--- config.mk ---
export PLATFORM = sky130hd
export DESIGN_NAME = wrb_div
export DESIGN_NICKNAME = d
export VERILOG_FILES = /design/src/sv/wrb_pkg.sv /design/src/sv/wrb_div.sv
export SDC_FILE = /design/constraint.sdc
export NUM_CORES = 1
export LEC_CHECK = 0
export CAP_MARGIN = 15
export CELL_PAD_IN_SITES_DETAIL_PLACEMENT = 1
export CELL_PAD_IN_SITES_GLOBAL_PLACEMENT = 2
export CORE_MARGIN = 2
export CORE_UTILIZATION = 44
export CTS_BUF_LIST = sky130_fd_sc_hd__clkbuf_4 sky130_fd_sc_hd__clkbuf_8
export DETAILED_ROUTE_END_ITERATION = 6
export DONT_BUFFER_PORTS = 1
export PLACE_DENSITY = 0.94
export RECOVER_POWER = 100
export SLEW_MARGIN = 20
export SYNTH_ARGS = -nofsm -noshare
export SYNTH_HDL_FRONTEND = slang
export SYNTH_SLANG_ARGS = --single-unit
--- constraint.sdc ---
create_clock -name clock -period 6.3 [get_ports clock]
set_input_delay 0.945 -clock clock [delete_from_list [all_inputs] [get_ports clock]]
set_output_delay 0.945 -clock clock [all_outputs]
set_load 0.01 [all_outputs]
--- src/sv/wrb_pkg.sv ---
// Package for the windowed range breakout block: widths, scale constants,
// register indexes and the control struct shared by the datapath units.
// No dependencies.
package wrb_pkg;

   localparam int unsigned SYM_W   = 4;
   localparam int unsigned TIME_W  = 48;
   localparam int unsigned PRICE_W = 32;
   localparam int unsigned WIN_W   = 22;
   localparam int unsigned LIMIT_W = 24;
   localparam int unsigned BPS_W   = 24;
   localparam int unsigned CSR_W   = 24;
   localparam int unsigned CSR_IDX_W = 1;

   localparam logic [CSR_IDX_W-1:0] CSR_WINDOW = 1'd0;
   localparam logic [CSR_IDX_W-1:0] CSR_LIMIT  = 1'd1;

   localparam logic [WIN_W-1:0]   WINDOW_RESET = 22'd30000;
   localparam logic [LIMIT_W-1:0] LIMIT_RESET  = 24'd2048;

   // 256 * 20000 and 256 * 10000 (1/256 bps scaling).
   localparam logic [22:0] RANGE_SCALE = 23'd5120000;
   localparam logic [22:0] BREAK_SCALE = 23'd2560000;
   localparam logic [BPS_W-1:0] BPS_MAX = {BPS_W{1'b1}};

   // Numerator width: 33-bit difference times a 23-bit scale.
   localparam int unsigned NUM_W = 56;
   localparam int unsigned DEN_W = 33;

   typedef struct packed {
      logic                 start;
      logic [NUM_W-1:0]     numer;
      logic [DEN_W-1:0]     denom;
   } div_req_type;

endpackage

--- src/sv/wrb_div.sv ---
// Restoring serial divider: one quotient bit per cycle, saturating to 24 bits.
// Depends on wrb_pkg.
module wrb_div (
   input  logic                       clock,
   input  logic                       reset,
   input  wrb_pkg::div_req_type       req,
   output logic                       done,
   output logic [wrb_pkg::BPS_W-1:0]  quotient
);
   import wrb_pkg::*;

   localparam int unsigned CNT_W = $clog2(NUM_W + 1);

   logic [NUM_W-1:0] quo_ff, quo_in;
   logic [DEN_W:0]   rem_ff, rem_in;
   logic [DEN_W-1:0] den_ff, den_in;
   logic [CNT_W-1:0] cnt_ff, cnt_in;
   logic             busy_ff, busy_in;
   logic             done_ff, done_in;
   logic [DEN_W:0]   trial;
   logic [DEN_W+1:0] diff;

   always_comb begin
      quo_in  = quo_ff;
      rem_in  = rem_ff;
      den_in  = den_ff;
      cnt_in  = cnt_ff;
      busy_in = busy_ff;
      done_in = 1'b0;
      trial   = {rem_ff[DEN_W-1:0], quo_ff[NUM_W-1]};
      diff    = {1'b0, trial} - {2'b00, den_ff};
      if (req.start) begin
         quo_in  = req.numer;
         rem_in  = '0;
         den_in  = req.denom;
         cnt_in  = CNT_W'(NUM_W);
         busy_in = 1'b1;
      end else if (busy_ff) begin
         if (!diff[DEN_W+1]) begin
            rem_in = diff[DEN_W:0];
            quo_in = {quo_ff[NUM_W-2:0], 1'b1};
         end else begin
            rem_in = trial;
            quo_in = {quo_ff[NUM_W-2:0], 1'b0};
         end
         cnt_in = cnt_ff - 1'b1;
         if (cnt_ff == CNT_W'(1)) begin
            busy_in = 1'b0;
            done_in = 1'b1;
         end
      end
   end

   always_ff @(posedge clock) begin
      if (reset) begin
         busy_ff <= 1'b0;
         done_ff <= 1'b0;
         cnt_ff  <= '0;
      end else begin
         busy_ff <= busy_in;
         done_ff <= done_in;
         cnt_ff  <= cnt_in;
      end
      quo_ff <= quo_in;
      rem_ff <= rem_in;
      den_ff <= den_in;
   end

   assign done     = done_ff;
   assign quotient = (|quo_ff[NUM_W-1:BPS_W]) ? BPS_MAX : quo_ff[BPS_W-1:0];
endmodule

Yosys cells after proc, flatten, opt, wreduce, memory -nomap -nowiden
Cells that the tools add are included.
{ "classes": {"addsub": 2, "eq_ne": 1, "mux": 11, "bitwise": 1, "reduce_logical": 4} }
{ "ops": {"columns": ["op", "n"], "rows": [
  ["$mux 56", 2],
  ["$sub 34x33->35", 1],
  ["$mux 33", 1],
  ["$reduce_or 32->1", 1],
  ["$mux 24", 1],
  ["$mux 6", 2],
  ["$eq 6x1->1 const B", 1],
  ["$sub 6x1->6 const B", 1],
  ["$mux 1", 5],
  ["$reduce_or 3->1", 1],
  ["$reduce_bool 2->1", 1],
  ["$reduce_or 2->1", 1],
  ["$not 1->1", 1]
]} }
{ "totals": {"reg_bits": 130, "inputBits": 92, "out_inout_bits": 25, "wordCells": 26} }

Longest topological paths before layout
{ "depth": {"word_depth": 4, "ltp_mapped": 14, "depth_no_buf": 12} }

Worst setup path after synthesis
OpenSTA, ideal clock, no wires.
{ "synth_path": {"path_kind": "in2reg", "from": "input port req[89] in the netlist's numbering", "to": "register quo_ff[0] (enable)", "setup_time_ps": 410, "arrival_ps": 2507, "required_ps": 5890, "slack_ps": 3383, "stages": 4, "n_path_buf": 2, "path_cell_list": "clkbuf_1 -> nor2_1 -> clkbuf_1 -> inv_1"} }
{ "synth_via": {"elab_chain_cells": 1} }
{ "synth_rtl": {"columns": ["element", "line_no", "source"], "rows": [
  ["start: declaration", "wrb_div.sv:6", "input wrb_pkg::div_req_type req,"],
  ["$reduce_bool 2->1 (no line)", null, null],
  ["end signal: assignment", "wrb_div.sv:64", "quo_ff <= quo_in;"],
  ["end: declaration", "wrb_div.sv:14", "logic [NUM_W-1:0] quo_ff, quo_in;"]
]} }
No other way between the ends.
A chain may end at the register's enable or synchronous reset.

Worst setup path in the final report
{ "layout_path": {"from": "register quo_ff[55]", "to": "register quo_ff[0], data pin"} }
{ "layout_via": {"elab_chain_cells": 4} }
{ "layout_rtl": {"columns": ["element", "line_no", "source"], "rows": [
  ["$sub 34x33->35", "wrb_div.sv:31", "diff = {1'b0, trial} - {2'b00, den_ff};"],
  ["$mux 1", "wrb_div.sv:39", "if (!diff[DEN_W+1]) begin"],
  ["$mux 56", "wrb_div.sv:38", "end else if (busy_ff) begin"],
  ["$mux 56", "wrb_div.sv:32", "if (req.start) begin"],
  ["via quo_in[0]", "wrb_div.sv:14", null]
]} }
The timed path passes the listed nets, and every way through them passes these cells. The select of a mux whose other input is x is not followed.

==> Flow_metrics.wiki <==
{| class="wikitable"
! Metric !! Value
|-
| Worst reg2reg startpoint || quo_ff[55]$_DFFE_PP_
|-
| CTS tree || done
|-
| Floorplan core area || 16600 um2
|-
| Final total power || 2.08 mW
|-
| Number of clock sinks seen by CTS || 130
|-
| Transition at the pin with the smallest max-transition slack || 1960 ps
|-
| Number of routed nets with antenna violations || 0
|-
| Layout-stage area growth over the synthesis result || 6.03%
|-
| Post-Synthesis Cells || 719
|-
| Overall die height || 134 um
|-
| Top routing layer in use || met4
|-
| Count of final setup violators || 0
|-
| Routed vias/inst || 5.86
|-
| Grt total ovfl || 0
|-
| Timing-limited maximum frequency || 0.224 GHz
|-
| Netlist Area Pre-Place || 7470 um2
|-
| Max_cap viols || 2
|-
| Ratio of final minimum period to clock period || 70.8%
|-
| Number of cells on the worst reg-to-reg path || 11
|-
| Detail-routed net length per standard cell || 19.7 um
|-
| Total of warnings raised by yosys || 0
|-
| Placer congestion estimate || 0.869
|-
| Master cell of the clock root buffer || sky130_fd_sc_hd__clkbuf_8
|-
| Rows || 47
|-
| Global-route wire length before repair || 30.2 mm
|-
| Number of antenna repair diodes || 0
|-
| Syn_nets || 847
|-
| CTS Hold Bufs || 0
|-
| Length of routed met3 wiring || 1.16 mm
|-
| Post-synthesis sequential area ratio || 46.8%
|-
| Total instance count after detailed placement || 903
|-
| Async set-or-reset flop fraction in the synthesized netlist || 0%
|-
| Failing checks || capacitance limit, slew limit
|-
| Crit path max fanout || 32
|-
| H-tree depth || 4
|-
| Number of flip-flops and latches in the synthesized netlist || 130
|-
| Most common cell in the synthesized netlist || sky130_fd_sc_hd__edfxtp_1
|-
| HPWL after detailed placement || 13.0 mm
|-
| Largest net degree at the start of global routing || 121
|-
| Clock insertion delay at the later pin of the skew report || 460 ps
|-
| Worst hold start || rem_ff[6]$_SDFFE_PP0P_
|-
| Maximum vdd drop || 0.205 mV
|-
| Worst min path class || reg -> reg
|-
| Result of the run || finished with violations
|-
| Post-Route M1 WL || 7.55 mm
|-
| Clock Tree Buf Depth || 2
|-
| I/O Pins || 117
|-
| Detail Route met2 WL || 9.48 mm
|-
| Relative max-transition margin || -31.0%
|-
| Crit path DAT || 4660 ps
|-
| Vias after detailed routing || 5480
|-
| Full die area || 18000 um2
|-
| Leading post-synthesis cells by cell area || sky130_fd_sc_hd__edfxtp_1, sky130_fd_sc_hd__dfxtp_1, sky130_fd_sc_hd__mux2_2
|-
| Antenna violations before repair || 1
|-
| Post-route insts no fill || 935
|-
| Most instantiated flip-flop cell in the synthesis netlist || sky130_fd_sc_hd__edfxtp_1
|-
| Final cell utilization of the core || 47.8%
|-
| Total of cells resized after clock tree synthesis || 0
|-
| Origin of the worst setup path || quo_ff[55]$_DFFE_PP_
|-
| Kind of critical path || reg -> reg
|-
| Crit. End Element || flip-flop
|-
| Die Span X || 134 um
|-
| Number of input and output port buffers inserted || 0
|-
| Routed Wire Length || 18.4 mm
|-
| Setup repair after global routing missed its margin || false
|-
| Endpoints failing hold || 0
|-
| Number of buffers added by the clock tree synthesis step || 17
|-
| Number of distinct library cell variants in the gate-level netlist after synthesis || 68
|-
| Cell taking the most area after synthesis || sky130_fd_sc_hd__edfxtp_1
|-
| Post-CTS setup-driven buffer insertion count || 0
|-
| Clock input transition at the sequential cells of the worst setup and hold paths || 100 ps
|-
| Area share of the leading cell type in the synthesized netlist || 35.8%
|-
| Via count of the first global-routing pass || 5958
|-
| Cell depth of the worst hold path || 2
|-
| Total number of nets in the final design || 830
|-
| Number of enable flip-flop cells after synthesis || 89
|-
| Data required time at the worst endpoint || 6510 ps
|-
| CP Launch Type || flip-flop
|-
| Most common library cells after synthesis || sky130_fd_sc_hd__edfxtp_1, sky130_fd_sc_hd__nand2_1, sky130_fd_sc_hd__mux2_2, sky130_fd_sc_hd__nor2_1, sky130_fd_sc_hd__inv_1
|-
| Starting Density || 45.0%
|-
| Final worst path period need || 4460 ps
|-
| Static leakage power || 2.96 nW
|-
| Mean post-synth cell area || 10.4 um2
|-
| First-pass iteration count of the detailed router || 4
|-
| Max-slew violation count || 87
|-
| Final Skew || 14.0 ps
|-
| Total GRT Usage || 21.0%
|-
| Total negative slack || 0 ps
|-
| Share of cells above drive strength 1 || 14.7%
|-
| Power density over the cells || 263 nW/um2
|-
| Detailed-route DRC error count || 0
|-
| Iter 0 DRT Violations || 245
|}
-- where the power goes --
group	switching (mW)	internal [mW]
Combinational	0.177	0.139
Clock	0.420	0.305
Sequential	0.0476	0.995
Total	0.645	1.44
-- stage by stage --
stage	hold slack, ps	setup slack [ps]	instance area [um2]
after floorplan	452	3380	7470
after global placement	475	2780	7570
after detailed placement	494	2630	7570
after CTS	504	2580	7990
after global routing	509	1510	7920
final	502	1840	7920
-- metal layers --
layer	track usage, %	vias up
li1	-	2624
met1	23.9	2710
met2	37.8	126
met3	7.22	20
met4	5.50	0
met5	0	-
-- registers in the layout, indices dropped and copies added (netlist names) --
name and cells:
quo_ff 56, den_ff 33, rem_ff 33, cnt_ff 6, busy_ff 1, done 1
-- critical path, stage by stage (launching register included) --
cell and delay (ps):
sky130_fd_sc_hd__edfxtp_1 430, sky130_fd_sc_hd__inv_1 80, sky130_fd_sc_hd__ha_1 150, sky130_fd_sc_hd__inv_1 50, sky130_fd_sc_hd__fa_1 400, sky130_fd_sc_hd__a21o_1 210, sky130_fd_sc_hd__a311o_2 430, sky130_fd_sc_hd__nand3_1 130
sky130_fd_sc_hd__a2111oi_0 140, sky130_fd_sc_hd__o21ai_0 320, sky130_fd_sc_hd__nand3_1 1120, sky130_fd_sc_hd__mux2_2 750
-- cell families (layout without fill, tap and decap cells) --
group / after synthesis / after routing / synth area share (%)
AOI/OAI and AO/OA: 146 / 146 / 14.8
buffers and inverters: 81 / 77 / 4.62
xor gates and xnor gates: 29 / 29 / 3.40
DFF: 130 / 130 / 46.8
muxes: 61 / 61 / 9.13
adders and majority gates: 36 / 36 / 6.13
and+or+nand+nor: 236 / 236 / 15.2
-- area by class of cell --
| class | count | area [um2] |
|---|---|---|
| fillers | 1834 | 8660 |
| clock buffers | 17 | 234 |
| multi-input cells | 508 | 3570 |
| repair buffers | 1 | 3.75 |
| inverters | 44 | 166 |
| clock inverters | 15 | 180 |
| well taps | 220 | 275 |
| flip-flops and latches | 130 | 3490 |
-- placed cells by master, fill, tap and decap left out, types with 5 or more instances in the layout --
cell                       synthesis  routed
sky130_fd_sc_hd__a211o_1           6       6
sky130_fd_sc_hd__nor4_1           10      10
sky130_fd_sc_hd__or3_1            25      25
sky130_fd_sc_hd__a21o_1            8       8
sky130_fd_sc_hd__inv_1            44      43
sky130_fd_sc_hd__mux2_2           57      57
sky130_fd_sc_hd__a311oi_1          7      12
sky130_fd_sc_hd__xor2_1           10      10
sky130_fd_sc_hd__nor2_1           57      57
sky130_fd_sc_hd__o211ai_1          5       5
sky130_fd_sc_hd__clkinv_8          0       5
sky130_fd_sc_hd__edfxtp_1         89      89
sky130_fd_sc_hd__a21oi_1          34      34
sky130_fd_sc_hd__dfxtp_1          41      41
sky130_fd_sc_hd__and2_1            5       5
sky130_fd_sc_hd__and3_1            7       7
sky130_fd_sc_hd__nand2b_1          6       6
sky130_fd_sc_hd__nor2b_1           6       6
sky130_fd_sc_hd__a31oi_1           6       6
sky130_fd_sc_hd__xnor2_1          19      19
sky130_fd_sc_hd__nor3_1            7       7
sky130_fd_sc_hd__nand4_1           7       7
sky130_fd_sc_hd__nand3_1          22      24
sky130_fd_sc_hd__ha_1             35      35
sky130_fd_sc_hd__clkbuf_8          0      17
sky130_fd_sc_hd__o21a_1            6       6
sky130_fd_sc_hd__o21ai_0          21      25
sky130_fd_sc_hd__nand2_1          73      73
sky130_fd_sc_hd__inv_8             0       5
-- worst paths after layout --
kind              slack (ps)                      to
hold reg to reg          500  rem_ff[7]$_SDFFE_PP0P_
hold / removal           500  rem_ff[7]$_SDFFE_PP0P_
setup / recovery        1840     quo_ff[0]$_DFFE_PP_
setup reg to reg        1840     quo_ff[0]$_DFFE_PP_
(Power assumes the default switching activity.)
